File: src/rtl/tcbc_pkg.sv
package tcbc_pkg;

  // Field and state widths.
  localparam int LIM_W  = 12;
  localparam int SUM_W  = 18;
  localparam int CNT_W  = 6;
  localparam int PCT_W  = 8;
  localparam int DATA_W = 32;
  localparam int ADDR_W = 5;

  // Sample codes that the sensor uses to flag a bad reading.
  localparam logic [SUM_W-1:0] INVALID_A = SUM_W'(4);
  localparam logic [SUM_W-1:0] INVALID_B = SUM_W'(1200);

  localparam logic [SUM_W:0] CLIFF_OFFSET = (SUM_W+1)'(75);

  // Percent scaling: the product is saturated where its quotient by 100 reaches
  // 4096, which no clamp bound can exceed, then divided by 100 as a divide by 4
  // followed by an exact reciprocal multiply for 25.
  localparam int XP_W  = SUM_W + PCT_W;
  localparam int SAT_W = 19;
  localparam logic [SAT_W-1:0] SAT_LIMIT = SAT_W'(4096 * 100);
  localparam int Y_W   = SAT_W - 2;
  localparam int M25_W = 18;
  localparam logic [M25_W-1:0] RECIP25 = M25_W'(167773);
  localparam int RECIP25_SH = 22;
  localparam int QP_W  = Y_W + M25_W;
  localparam int Q_W   = 13;
  localparam int CLAMP_W = SAT_W;

  // Register map, one 32-bit word each.
  typedef enum logic [2:0] {
    REG_CLIFF_HI    = 3'd0,
    REG_CLIFF_LO    = 3'd1,
    REG_OBST_PCT    = 3'd2,
    REG_OBST_HI     = 3'd3,
    REG_OBST_LO     = 3'd4,
    REG_KNOLL_PCT   = 3'd5,
    REG_KNOLL_HI    = 3'd6,
    REG_KNOLL_LO    = 3'd7
  } reg_idx_t;

  localparam logic [LIM_W-1:0] RST_CLIFF_HI  = LIM_W'(185);
  localparam logic [LIM_W-1:0] RST_CLIFF_LO  = LIM_W'(165);
  localparam logic [PCT_W-1:0] RST_OBST_PCT  = PCT_W'(70);
  localparam logic [LIM_W-1:0] RST_OBST_HI   = LIM_W'(100);
  localparam logic [LIM_W-1:0] RST_OBST_LO   = LIM_W'(40);
  localparam logic [PCT_W-1:0] RST_KNOLL_PCT = PCT_W'(130);
  localparam logic [LIM_W-1:0] RST_KNOLL_HI  = LIM_W'(160);
  localparam logic [LIM_W-1:0] RST_KNOLL_LO  = LIM_W'(110);

  typedef struct packed {
    logic [LIM_W-1:0] cliff_hi;
    logic [LIM_W-1:0] cliff_lo;
    logic [PCT_W-1:0] obst_pct;
    logic [LIM_W-1:0] obst_hi;
    logic [LIM_W-1:0] obst_lo;
    logic [PCT_W-1:0] knoll_pct;
    logic [LIM_W-1:0] knoll_hi;
    logic [LIM_W-1:0] knoll_lo;
  } cfg_t;

  // Baseline and the three limits of one channel.
  typedef struct packed {
    logic [LIM_W-1:0] baseline;
    logic [LIM_W-1:0] cliff;
    logic [LIM_W-1:0] obstacle;
    logic [LIM_W-1:0] knoll;
  } chan_vals_t;

  // Pipeline stage load strobes for the channel datapath.
  typedef struct packed {
    logic s1;
    logic s2;
    logic s3;
  } stage_load_t;

  // Per-request decisions made when the request is accepted.
  typedef struct packed {
    logic calibrated;
    logic just;
    logic left_rdy;
    logic right_rdy;
  } item_flags_t;

  // High bound is tested first, so with crossed bounds a value at or above the high bound gets the high one.
  function automatic logic [LIM_W-1:0] clamp_lim(input logic [CLAMP_W-1:0] v,
                                                 input logic [LIM_W-1:0] hi,
                                                 input logic [LIM_W-1:0] lo);
    logic [LIM_W-1:0] r;
    if (v >= CLAMP_W'(hi)) begin
      r = hi;
    end else if (v <= CLAMP_W'(lo)) begin
      r = lo;
    end else begin
      r = v[LIM_W-1:0];
    end
    return r;
  endfunction

endpackage

File: src/rtl/tcbc_ifaces.sv
// Request channel: one left and one right range sample.
interface tcbc_sample_if #(parameter int RANGE_BITS = 12) ();
  logic                  valid;
  logic                  ready;
  logic [RANGE_BITS-1:0] left_range;
  logic [RANGE_BITS-1:0] right_range;

  modport source (output valid, output left_range, output right_range, input ready);
  modport sink   (input valid, input left_range, input right_range, output ready);
endinterface

// Result channel: calibration status, baselines and limits.
interface tcbc_result_if import tcbc_pkg::*; ();
  logic             valid;
  logic             ready;
  logic             calibrated;
  logic             just_completed;
  logic [LIM_W-1:0] left_baseline;
  logic [LIM_W-1:0] right_baseline;
  logic [LIM_W-1:0] left_cliff_threshold;
  logic [LIM_W-1:0] right_cliff_threshold;
  logic [LIM_W-1:0] left_obstacle_threshold;
  logic [LIM_W-1:0] right_obstacle_threshold;
  logic [LIM_W-1:0] left_knoll_threshold;
  logic [LIM_W-1:0] right_knoll_threshold;

  modport source (output valid, output calibrated, output just_completed,
                  output left_baseline, output right_baseline,
                  output left_cliff_threshold, output right_cliff_threshold,
                  output left_obstacle_threshold, output right_obstacle_threshold,
                  output left_knoll_threshold, output right_knoll_threshold,
                  input ready);
  modport sink   (input valid, input calibrated, input just_completed,
                  input left_baseline, input right_baseline,
                  input left_cliff_threshold, input right_cliff_threshold,
                  input left_obstacle_threshold, input right_obstacle_threshold,
                  input left_knoll_threshold, input right_knoll_threshold,
                  output ready);
endinterface

File: src/rtl/tcbc_regs.sv
module tcbc_regs import tcbc_pkg::*; (
  input  logic              clk,
  input  logic              rst,
  input  logic              psel,
  input  logic              penable,
  input  logic              pwrite,
  input  logic [ADDR_W-1:0] paddr,
  input  logic [DATA_W-1:0] pwdata,
  output logic [DATA_W-1:0] prdata,
  output logic              pready,
  output cfg_t              cfg
);

  reg_idx_t idx;
  logic     wr;

  assign idx    = reg_idx_t'(paddr[ADDR_W-1:2]);
  assign wr     = psel && penable && pwrite;
  assign pready = 1'b1;

  // Register writes complete in the access phase.
  always_ff @(posedge clk) begin
    if (rst) begin
      cfg.cliff_hi  <= RST_CLIFF_HI;
      cfg.cliff_lo  <= RST_CLIFF_LO;
      cfg.obst_pct  <= RST_OBST_PCT;
      cfg.obst_hi   <= RST_OBST_HI;
      cfg.obst_lo   <= RST_OBST_LO;
      cfg.knoll_pct <= RST_KNOLL_PCT;
      cfg.knoll_hi  <= RST_KNOLL_HI;
      cfg.knoll_lo  <= RST_KNOLL_LO;
    end else if (wr) begin
      case (idx)
        REG_CLIFF_HI:  cfg.cliff_hi  <= pwdata[LIM_W-1:0];
        REG_CLIFF_LO:  cfg.cliff_lo  <= pwdata[LIM_W-1:0];
        REG_OBST_PCT:  cfg.obst_pct  <= pwdata[PCT_W-1:0];
        REG_OBST_HI:   cfg.obst_hi   <= pwdata[LIM_W-1:0];
        REG_OBST_LO:   cfg.obst_lo   <= pwdata[LIM_W-1:0];
        REG_KNOLL_PCT: cfg.knoll_pct <= pwdata[PCT_W-1:0];
        REG_KNOLL_HI:  cfg.knoll_hi  <= pwdata[LIM_W-1:0];
        REG_KNOLL_LO:  cfg.knoll_lo  <= pwdata[LIM_W-1:0];
        default: ;
      endcase
    end
  end

  // Read data is the zero-extended register value.
  always_comb begin
    case (idx)
      REG_CLIFF_HI:  prdata = DATA_W'(cfg.cliff_hi);
      REG_CLIFF_LO:  prdata = DATA_W'(cfg.cliff_lo);
      REG_OBST_PCT:  prdata = DATA_W'(cfg.obst_pct);
      REG_OBST_HI:   prdata = DATA_W'(cfg.obst_hi);
      REG_OBST_LO:   prdata = DATA_W'(cfg.obst_lo);
      REG_KNOLL_PCT: prdata = DATA_W'(cfg.knoll_pct);
      REG_KNOLL_HI:  prdata = DATA_W'(cfg.knoll_hi);
      REG_KNOLL_LO:  prdata = DATA_W'(cfg.knoll_lo);
      default:       prdata = '0;
    endcase
  end

endmodule

File: src/rtl/tcbc_chan.sv
// Baseline and limit datapath of one channel. The channel sum is frozen once
// the sample count is reached, and stage 1 takes it at acceptance. Stage 2 and
// the final clamps read cfg live; the block does not hold it stable in flight.
module tcbc_chan import tcbc_pkg::*; #(
  parameter int SAMPLE_COUNT = 50
) (
  input  logic             clk,
  input  stage_load_t      load,
  input  logic [SUM_W-1:0] sum,
  input  cfg_t             cfg,
  output chan_vals_t       vals
);

  // Exact division by the sample count: ceil(2^SH / N), then shift by SH.
  localparam int RECIP_SH = SUM_W + $clog2(SAMPLE_COUNT);
  localparam int RECIP_W  = SUM_W + 2;
  localparam int PROD_W   = SUM_W + RECIP_W;
  localparam logic [RECIP_W-1:0] RECIP = RECIP_W'(
    ((longint'(1) << RECIP_SH) + longint'(SAMPLE_COUNT) - longint'(1)) /
    longint'(SAMPLE_COUNT));

  logic [PROD_W-1:0]  s1_prod;
  logic [SUM_W-1:0]   avg;
  logic [SUM_W:0]     cliff_full;
  logic [XP_W-1:0]    xo_full;
  logic [XP_W-1:0]    xk_full;
  logic [SAT_W-1:0]   xo_sat;
  logic [SAT_W-1:0]   xk_sat;

  logic [LIM_W-1:0]   s2_base;
  logic [LIM_W-1:0]   s2_cliff;
  logic [SAT_W-1:0]   s2_xo;
  logic [SAT_W-1:0]   s2_xk;

  logic [LIM_W-1:0]   s3_base;
  logic [LIM_W-1:0]   s3_cliff;
  logic [QP_W-1:0]    s3_po;
  logic [QP_W-1:0]    s3_pk;

  logic [Q_W-1:0]     q_obst;
  logic [Q_W-1:0]     q_knoll;

  // Stage 1: reciprocal multiply of the frozen sum.
  always_ff @(posedge clk) begin
    if (load.s1) begin
      s1_prod <= PROD_W'(sum) * PROD_W'(RECIP);
    end
  end

  // Stage 2: cliff limit and the percent products.
  assign avg        = SUM_W'(s1_prod >> RECIP_SH);
  assign cliff_full = (SUM_W+1)'(avg) + CLIFF_OFFSET;
  assign xo_full    = XP_W'(avg) * XP_W'(cfg.obst_pct);
  assign xk_full    = XP_W'(avg) * XP_W'(cfg.knoll_pct);
  assign xo_sat     = (xo_full >= XP_W'(SAT_LIMIT)) ? SAT_LIMIT : SAT_W'(xo_full);
  assign xk_sat     = (xk_full >= XP_W'(SAT_LIMIT)) ? SAT_LIMIT : SAT_W'(xk_full);

  always_ff @(posedge clk) begin
    if (load.s2) begin
      s2_base  <= avg[LIM_W-1:0];
      s2_cliff <= clamp_lim(cliff_full, cfg.cliff_hi, cfg.cliff_lo);
      s2_xo    <= xo_sat;
      s2_xk    <= xk_sat;
    end
  end

  // Stage 3: divide the saturated products by 100.
  always_ff @(posedge clk) begin
    if (load.s3) begin
      s3_base  <= s2_base;
      s3_cliff <= s2_cliff;
      s3_po    <= QP_W'(s2_xo[SAT_W-1:2]) * QP_W'(RECIP25);
      s3_pk    <= QP_W'(s2_xk[SAT_W-1:2]) * QP_W'(RECIP25);
    end
  end

  // Final clamps feed the result register.
  assign q_obst  = Q_W'(s3_po >> RECIP25_SH);
  assign q_knoll = Q_W'(s3_pk >> RECIP25_SH);

  assign vals.baseline = s3_base;
  assign vals.cliff    = s3_cliff;
  assign vals.obstacle = clamp_lim(CLAMP_W'(q_obst), cfg.obst_hi, cfg.obst_lo);
  assign vals.knoll    = clamp_lim(CLAMP_W'(q_knoll), cfg.knoll_hi, cfg.knoll_lo);

endmodule

File: src/rtl/tof_cliff_baseline_calibrator.sv
// Channel   Direction  Handshake             Payload
// samples   in         valid / ready         left_range, right_range
// limits    out        valid / ready         status, baselines, limits
// apb       in / out   psel, penable, pready register write and read
//
// One request can be accepted every clock while the result channel is not stalled.
// Its result goes through the three-stage limit datapath (reciprocal divide,
// percent multiply, divide by 100) and then a result register.
// Reset clears the sums, counts, calibration flag, held limits and all valids.
// Each stage moves when the next one is empty or moving, so bubbles close up.
// A stalled result still lets three more requests in before the input stalls.
module tof_cliff_baseline_calibrator import tcbc_pkg::*; #(
  parameter int SAMPLE_COUNT = 50,
  parameter int RANGE_BITS   = 12
) (
  input  logic              clk,
  input  logic              rst,
  tcbc_sample_if.sink       samples,
  tcbc_result_if.source     limits,
  input  logic              psel,
  input  logic              penable,
  input  logic              pwrite,
  input  logic [ADDR_W-1:0] paddr,
  input  logic [DATA_W-1:0] pwdata,
  output logic [DATA_W-1:0] prdata,
  output logic              pready
);

  cfg_t             cfg;

  logic [SUM_W-1:0] left_sum;
  logic [SUM_W-1:0] right_sum;
  logic [CNT_W-1:0] left_count;
  logic [CNT_W-1:0] right_count;
  logic             done_flag;

  logic [SUM_W-1:0] lsamp;
  logic [SUM_W-1:0] rsamp;
  logic             l_ok;
  logic             r_ok;
  logic             l_full;
  logic             r_full;
  item_flags_t      flags_next;

  logic             v1;
  logic             v2;
  logic             v3;
  logic             ovalid;
  item_flags_t      s1_fl;
  item_flags_t      s2_fl;
  item_flags_t      s3_fl;
  logic             acc;
  logic             mv1;
  logic             mv2;
  logic             mv3;
  logic             free1;
  logic             free2;
  logic             free3;
  stage_load_t      load;

  chan_vals_t       vals_l;
  chan_vals_t       vals_r;
  chan_vals_t       held_l;
  chan_vals_t       held_r;
  chan_vals_t       res_l;
  chan_vals_t       res_r;
  logic             res_cal;
  logic             res_just;

  tcbc_regs u_regs (
    .clk     (clk),
    .rst     (rst),
    .psel    (psel),
    .penable (penable),
    .pwrite  (pwrite),
    .paddr   (paddr),
    .pwdata  (pwdata),
    .prdata  (prdata),
    .pready  (pready),
    .cfg     (cfg)
  );

  // Pipeline flow control.
  assign free3 = !ovalid || limits.ready;
  assign mv3   = v3 && free3;
  assign free2 = !v3 || free3;
  assign mv2   = v2 && free2;
  assign free1 = !v2 || free2;
  assign mv1   = v1 && free1;
  assign samples.ready = !v1 || free1;
  assign acc   = samples.valid && samples.ready;

  assign load.s1 = acc;
  assign load.s2 = mv1;
  assign load.s3 = mv2;

  // Sample screening and per-channel decisions at acceptance.
  assign lsamp  = SUM_W'(samples.left_range[RANGE_BITS-1:0]);
  assign rsamp  = SUM_W'(samples.right_range[RANGE_BITS-1:0]);
  assign l_ok   = (lsamp != INVALID_A) && (lsamp != INVALID_B);
  assign r_ok   = (rsamp != INVALID_A) && (rsamp != INVALID_B);
  assign l_full = (left_count == CNT_W'(SAMPLE_COUNT));
  assign r_full = (right_count == CNT_W'(SAMPLE_COUNT));

  always_comb begin
    flags_next.left_rdy   = !done_flag && l_ok && l_full;
    flags_next.right_rdy  = !done_flag && r_ok && r_full;
    flags_next.just       = flags_next.left_rdy && flags_next.right_rdy;
    flags_next.calibrated = done_flag || flags_next.just;
  end

  // Accumulation state.
  always_ff @(posedge clk) begin
    if (rst) begin
      left_sum    <= '0;
      right_sum   <= '0;
      left_count  <= '0;
      right_count <= '0;
      done_flag   <= 1'b0;
    end else if (acc) begin
      if (!done_flag && l_ok && !l_full) begin
        left_sum   <= left_sum + lsamp;
        left_count <= left_count + CNT_W'(1);
      end
      if (!done_flag && r_ok && !r_full) begin
        right_sum   <= right_sum + rsamp;
        right_count <= right_count + CNT_W'(1);
      end
      done_flag <= flags_next.calibrated;
    end
  end

  // Stage valids.
  always_ff @(posedge clk) begin
    if (rst) begin
      v1     <= 1'b0;
      v2     <= 1'b0;
      v3     <= 1'b0;
      ovalid <= 1'b0;
    end else begin
      v1     <= acc || (v1 && !mv1);
      v2     <= mv1 || (v2 && !mv2);
      v3     <= mv2 || (v3 && !mv3);
      ovalid <= mv3 || (ovalid && !limits.ready);
    end
  end

  // Request flags travel with the datapath stages.
  always_ff @(posedge clk) begin
    if (acc) begin
      s1_fl <= flags_next;
    end
    if (mv1) begin
      s2_fl <= s1_fl;
    end
    if (mv2) begin
      s3_fl <= s2_fl;
    end
  end

  tcbc_chan #(.SAMPLE_COUNT(SAMPLE_COUNT)) u_chan_l (
    .clk  (clk),
    .load (load),
    .sum  (left_sum),
    .cfg  (cfg),
    .vals (vals_l)
  );

  tcbc_chan #(.SAMPLE_COUNT(SAMPLE_COUNT)) u_chan_r (
    .clk  (clk),
    .load (load),
    .sum  (right_sum),
    .cfg  (cfg),
    .vals (vals_r)
  );

  // Held values update in request order as results leave the last stage.
  always_ff @(posedge clk) begin
    if (rst) begin
      held_l <= '0;
      held_r <= '0;
    end else if (mv3) begin
      if (s3_fl.left_rdy) begin
        held_l <= vals_l;
      end
      if (s3_fl.right_rdy) begin
        held_r <= vals_r;
      end
    end
  end

  // Result register.
  always_ff @(posedge clk) begin
    if (mv3) begin
      res_cal  <= s3_fl.calibrated;
      res_just <= s3_fl.just;
      res_l    <= s3_fl.left_rdy ? vals_l : held_l;
      res_r    <= s3_fl.right_rdy ? vals_r : held_r;
    end
  end

  assign limits.valid                    = ovalid;
  assign limits.calibrated               = res_cal;
  assign limits.just_completed           = res_just;
  assign limits.left_baseline            = res_l.baseline;
  assign limits.right_baseline           = res_r.baseline;
  assign limits.left_cliff_threshold     = res_l.cliff;
  assign limits.right_cliff_threshold    = res_r.cliff;
  assign limits.left_obstacle_threshold  = res_l.obstacle;
  assign limits.right_obstacle_threshold = res_r.obstacle;
  assign limits.left_knoll_threshold     = res_l.knoll;
  assign limits.right_knoll_threshold    = res_r.knoll;

endmodule

File: src/flat_wrapper.sv
// flat-port wrapper written by rule: the top's interface ports become plain ports
module tof_cliff_baseline_calibrator_flat import tcbc_pkg::*;
#(
  parameter int SAMPLE_COUNT = 50,
  parameter int RANGE_BITS   = 12
)
  (clk, rst, psel, penable, pwrite, paddr, pwdata, prdata, pready, samples_valid, samples_left_range, samples_right_range, samples_ready, limits_valid, limits_calibrated, limits_just_completed, limits_left_baseline, limits_right_baseline, limits_left_cliff_threshold, limits_right_cliff_threshold, limits_left_obstacle_threshold, limits_right_obstacle_threshold, limits_left_knoll_threshold, limits_right_knoll_threshold, limits_ready);
  tcbc_sample_if #(.RANGE_BITS(RANGE_BITS)) samples_i ();
  tcbc_result_if limits_i ();
  input  logic clk;
  input  logic rst;
  input  logic psel;
  input  logic penable;
  input  logic pwrite;
  input  logic [ADDR_W-1:0] paddr;
  input  logic [DATA_W-1:0] pwdata;
  output logic [DATA_W-1:0] prdata;
  output logic pready;
  input wire logic [$bits(samples_i.valid)-1:0] samples_valid;
  input wire logic [$bits(samples_i.left_range)-1:0] samples_left_range;
  input wire logic [$bits(samples_i.right_range)-1:0] samples_right_range;
  output wire logic [$bits(samples_i.ready)-1:0] samples_ready;
  output wire logic [$bits(limits_i.valid)-1:0] limits_valid;
  output wire logic [$bits(limits_i.calibrated)-1:0] limits_calibrated;
  output wire logic [$bits(limits_i.just_completed)-1:0] limits_just_completed;
  output wire logic [$bits(limits_i.left_baseline)-1:0] limits_left_baseline;
  output wire logic [$bits(limits_i.right_baseline)-1:0] limits_right_baseline;
  output wire logic [$bits(limits_i.left_cliff_threshold)-1:0] limits_left_cliff_threshold;
  output wire logic [$bits(limits_i.right_cliff_threshold)-1:0] limits_right_cliff_threshold;
  output wire logic [$bits(limits_i.left_obstacle_threshold)-1:0] limits_left_obstacle_threshold;
  output wire logic [$bits(limits_i.right_obstacle_threshold)-1:0] limits_right_obstacle_threshold;
  output wire logic [$bits(limits_i.left_knoll_threshold)-1:0] limits_left_knoll_threshold;
  output wire logic [$bits(limits_i.right_knoll_threshold)-1:0] limits_right_knoll_threshold;
  input wire logic [$bits(limits_i.ready)-1:0] limits_ready;
  assign samples_i.valid = samples_valid;
  assign samples_i.left_range = samples_left_range;
  assign samples_i.right_range = samples_right_range;
  assign samples_ready = samples_i.ready;
  assign limits_valid = limits_i.valid;
  assign limits_calibrated = limits_i.calibrated;
  assign limits_just_completed = limits_i.just_completed;
  assign limits_left_baseline = limits_i.left_baseline;
  assign limits_right_baseline = limits_i.right_baseline;
  assign limits_left_cliff_threshold = limits_i.left_cliff_threshold;
  assign limits_right_cliff_threshold = limits_i.right_cliff_threshold;
  assign limits_left_obstacle_threshold = limits_i.left_obstacle_threshold;
  assign limits_right_obstacle_threshold = limits_i.right_obstacle_threshold;
  assign limits_left_knoll_threshold = limits_i.left_knoll_threshold;
  assign limits_right_knoll_threshold = limits_i.right_knoll_threshold;
  assign limits_i.ready = limits_ready;
  tof_cliff_baseline_calibrator #(.SAMPLE_COUNT(SAMPLE_COUNT), .RANGE_BITS(RANGE_BITS)) u_core (.clk(clk), .rst(rst), .samples(samples_i), .limits(limits_i), .psel(psel), .penable(penable), .pwrite(pwrite), .paddr(paddr), .pwdata(pwdata), .prdata(prdata), .pready(pready));
endmodule
File: config.mk
export PLATFORM = sky130hd
export DESIGN_NAME = tof_cliff_baseline_calibrator_flat
export DESIGN_NICKNAME = d
export VERILOG_FILES = /design/src/rtl/tcbc_pkg.sv /design/src/rtl/tcbc_ifaces.sv /design/src/rtl/tcbc_regs.sv /design/src/rtl/tcbc_chan.sv /design/src/rtl/tof_cliff_baseline_calibrator.sv /design/src/flat_wrapper.sv
export SDC_FILE = /design/constraint.sdc
export NUM_CORES = 2
export LEC_CHECK = 0
export BUFFER_PORTS_ARGS = -buffer_cell sky130_fd_sc_hd__buf_2
export CAP_MARGIN = 20
export CORE_MARGIN = 3
export CORE_UTILIZATION = 30
export CTS_BUF_LIST = sky130_fd_sc_hd__clkbuf_8
export DETAILED_ROUTE_END_ITERATION = 7
export HOLD_SLACK_MARGIN = 0.02
export PLACE_DENSITY = 0.51
export SYNTH_ARGS = -nofsm -noshare
export SYNTH_HDL_FRONTEND = slang
export SYNTH_HIERARCHICAL = 1
export SYNTH_SLANG_ARGS = --single-unit
File: constraint.sdc
create_clock -name clk -period 23.2 [get_ports clk]
set_clock_uncertainty 0.15 [all_clocks]
set_input_delay 1.16 -clock clk [delete_from_list [all_inputs] [get_ports clk]]
set_output_delay 1.16 -clock clk [all_outputs]
set_load 0.02 [all_outputs]
==> reports/qor.yml <==
yosys:
  muxShareOfSynthArea: 0.0450
  synth_top_family_by_area: "adder cells"
  synthAdderAreaFrac: 0.455
  synth_area_um2: 74300
  yosys_most_used_dff: "edfxtp_1"
  yosys_warnings: 6
  synth_edf_count: 352
  yosys.area_share.simple: 0.0999
  synth_compound_area_frac: 0.0763
  synth_cell_types: 98
  yosysSeqAreaShare: 0.206
  synthCells: 7439
  synth-xor-area-share: 0.0186
  async_reset_ff_frac: 0
  ys_ff_latch: 589
  syn_avg_cell_area_um2: 9.99
min_path:
  worstHoldStart: "u_core/u_chan_r/s2_base[3]"
  min_to: "u_core/u_chan_r/s3_base[3]"
  hold_path_depth: 0
  hp-class: "reg2reg"
clocking:
  root_buffer: "clkbuf_8"
  clock_latency_ps: 900
  postCtsSetupBuffers: 0
  cts_sinks: 589
  clock_path_buffers: 3
  cts_hold_buffers: 0
  ctsResizeCount: 0
  cts_buffers: 112
  htreeDepth: 3
  cts_tree: "built"
  clkTransAtPathRegs_ps: 80
worst_setup_path:
  crit_family: "adder cells"
  r2r_cells: 20
  timing.rr.end: "u_core/u_chan_l/s3_po[31]"
  cp.required_ps: 23570
  cpMostUsedCell: "fa_1"
  cp_num_buf_inv: 5
  reg2reg_slack_ps: 15790
  crit_path_end_kind: "register"
  crit_slowest_cell: "fa_1"
  rr_startpoint: "u_core/u_chan_l/s2_xo[8]"
  cp-start-kind: "register"
  worst-setup-path-type: "reg2reg"
  critPathMaxFanout: 8
  critPathMaxStageDelay_ps: 670
  arrival_ps: 7780
  path_cells: "fa_1, inv_1, fa_1, inv_1, fa_1, fa_1, fa_1, inv_1, fa_1, inv_1, ha_1, nand4_1, nor2_1, a2111oi_0, buf_1, o211ai_1, or3_1, a21oi_1, o21ai_0, xor2_1"
timing:
  fin_setup_tns_ps: 0
  setup_viol: 0
  fin_crit_ps: 7410
  rsz0062_at_grt: "false"
  finalHoldViolations: 0
  fmax_mhz: 135
  period_share: 0.319
  tightest_slew_ps: 1090
  relSlewSlack: 0.273
  drv_slew: 0
cells_and_area:
  syn_to_final_growth_pct: 9.35
  fin_nets: 9758
  drive_above_1_share: 0.0738
die:
  fp.dieH_um: 504
  coreArea_um2: 246000
  start_util: 0.302
  die_w_um: 504
  rows: 182
  io_pins: 201
  die_area_um2: 254000
detailed_routing:
  dr.pass1.iters: 5
  drt_wl_total_um: 196000
  drt-initial-drc-count: 2675
  via_per_inst: 4.64
  wl_per_cell_um: 17.8
  ant_nets: 0
  drc: 0
  vias: 50900
global_routing:
  grt_pass1_wl_um: 307000
  grt_overflow: 0
  grt.total_usage: 0.156
  grt_pass1_vias: 53900
  grt_max_degree: 130
  antenna_found_initial: 20
run_status:
  outcome: "finished clean"
place:
  hpwl_um: 157000
  gp_congestion: 0.883
  port_buffers: 157
job:
  max-cap-violations: 0
[kinds of logic (layout without fill, tap and decap cells)]
| kind of cell | after synthesis | after routing |
|---|---|---|
| muxes | 320 | 320 |
| xor gates and xnor gates | 158 | 158 |
| buffers and inverters | 1915 | 2110 |
| adders and majority gates | 2136 | 2136 |
| AOI/OAI and AO/OA | 865 | 865 |
| DFF | 589 | 589 |
| and+or+nand+nor | 1454 | 1454 |
| other | 2 | 33 |
[state kept, by name (all words and copies together), names as in the netlist, 13 cells and up]
register and flops:
u_core/held_l 48, u_core/u_chan_r/s2_xo 17, u_core/u_chan_r/s2_xk 17, u_core/u_chan_l/s2_xo 17, u_core/u_chan_r/s3_po 13, u_core/left_sum 18, u_core/u_chan_l/s3_pk 13, u_core/u_chan_r/s3_pk 13
u_core/u_chan_l/s2_xk 17, u_core/u_chan_l/s3_po 13, u_core/held_r 48, u_core/u_regs/cfg 88, u_core/u_chan_r/s1_prod 13, u_core/u_chan_l/s1_prod 13, u_core/right_sum 18
[Yosys cell counts (7+ instances only)]
master        n  share of area
nand4_1      55         0.0046
and4_1       15         0.0018
nor3b_1      11         0.0011
buf_1        10        0.00051
o22ai_1       7        0.00059
a221oi_1     15         0.0018
clkbuf_1    132         0.0067
and3_1       18         0.0015
xnor2_1     100          0.012
o31ai_1      18         0.0018
o21ai_1       8        0.00054
o211ai_1     20         0.0020
a31o_2       11         0.0013
nand2b_1     32         0.0027
nand3_1      76         0.0051
a2111oi_0     7        0.00083
nor2b_1      52         0.0044
inv_1      1691          0.085
and2_1      334          0.028
a21oi_1     284          0.019
mux2_2      110          0.017
ha_1       1198           0.20
buf_2        50         0.0034
nor4_1       11        0.00093
a211o_1      17         0.0020
nor2_1      292          0.015
xor2_1       58         0.0068
buf_4        27         0.0027
a211oi_1     33         0.0033
fa_1        938           0.25
dfxtp_1     237          0.064
or3_1        21         0.0018
edfxtp_1    352           0.14
o21a_1       53         0.0054
nand2_1     393          0.020
nor3_1       58         0.0039
o21ai_0     134         0.0090
o221ai_1      9         0.0011
a21o_1      107          0.011
o21bai_1     18         0.0018
nand3b_1     25         0.0025
mux2i_1     210          0.028
a31oi_1      38         0.0032
or2_2        23         0.0019
[metrics by stage]
step	setup WS, ps	utilization	area, µm²	std cells	hold WS, ps
floorplan	13560	-	74400	7458	250
global placement	15470	0.319	78600	10700	251
detailed placement	15960	0.320	78700	10800	255
CTS	15860	0.330	81200	11000	228
global route	15500	0.330	81200	11000	263
finish	15790	0.330	81200	11000	247
[final cells by class]
class,instances,area (µm²)
Fill cell,25200,165000
Multi-Input combinational cell,4954,51700
Sequential cell,589,15300
Inverter,1692,6350
Tap cell,3312,4140
Clock buffer,123,1690
Timing Repair Buffer,205,1160
Clock inverter,90,838
Antenna cell,12,30.0
[worst reg2reg max path: stages (launching register included)]
cell       delay (ps)
edfxtp_1          590
fa_1              670
inv_1              80
fa_1              510
inv_1              60
fa_1              520
fa_1              450
fa_1              580
inv_1              70
fa_1              540
inv_1              40
ha_1              300
nand4_1           140
nor2_1             60
a2111oi_0         630
buf_1             270
o211ai_1          280
or3_1             440
a21oi_1           300
o21ai_0           190
xor2_1            190
[cells in the final DEF (no fill, tap or decap), types with 20 or more instances in the layout]
| cell type | count |
|---|---|
| a21o_1 | 107 |
| o21ai_0 | 134 |
| o211ai_1 | 20 |
| nand2_1 | 393 |
| clkbuf_8 | 124 |
| ha_1 | 1198 |
| or2_2 | 23 |
| nor2_1 | 292 |
| nor3_1 | 58 |
| inv_1 | 1716 |
| buf_2 | 157 |
| nand3b_1 | 25 |
| mux2i_1 | 210 |
| conb_1 | 21 |
| dfxtp_1 | 237 |
| buf_4 | 44 |
| nand3_1 | 76 |
| mux2_2 | 110 |
| a31oi_1 | 38 |
| edfxtp_1 | 352 |
| fa_1 | 938 |
| xnor2_1 | 100 |
| nor2b_1 | 50 |
| a21oi_1 | 284 |
| or3_1 | 21 |
| a211oi_1 | 31 |
| xor2_1 | 58 |
| o21a_1 | 53 |
| nand2b_1 | 32 |
| and2_1 | 334 |
| nand4_1 | 55 |
[worst max path at each step]
| stage | from | to | slack, ps | depth (start not counted) |
|---|---|---|---|---|
| after floorplan | limits_ready | u_core/s3_fl[0] | 13560 | 2 |
| after global placement | u_core/u_chan_l/s2_xo[5] | u_core/u_chan_l/s3_po[31] | 15470 | 19 |
| after detailed placement | u_core/u_chan_l/s2_xo[5] | u_core/u_chan_l/s3_po[31] | 15960 | 20 |
| after CTS | u_core/u_chan_l/s2_xo[5] | u_core/u_chan_l/s3_po[31] | 15860 | 20 |
| after global routing | u_core/u_chan_l/s2_xo[8] | u_core/u_chan_l/s3_po[31] | 15500 | 20 |
| final | u_core/u_chan_l/s2_xo[8] | u_core/u_chan_l/s3_po[31] | 15790 | 20 |
[metal layers]
layer	GRT usage	up-vias	routed length, µm	part of all wire
li1	-	24400	-	-
met1	0.208	25400	89600	0.46
met2	0.261	935	92200	0.47
met3	0.0202	233	8210	0.042
met4	0.0498	0	5690	0.029
met5	0	-	0	0
Power is left out: the tool's default activity adds up to more than one toggle a clock period on the data nets, which glitch-free logic cannot reach.
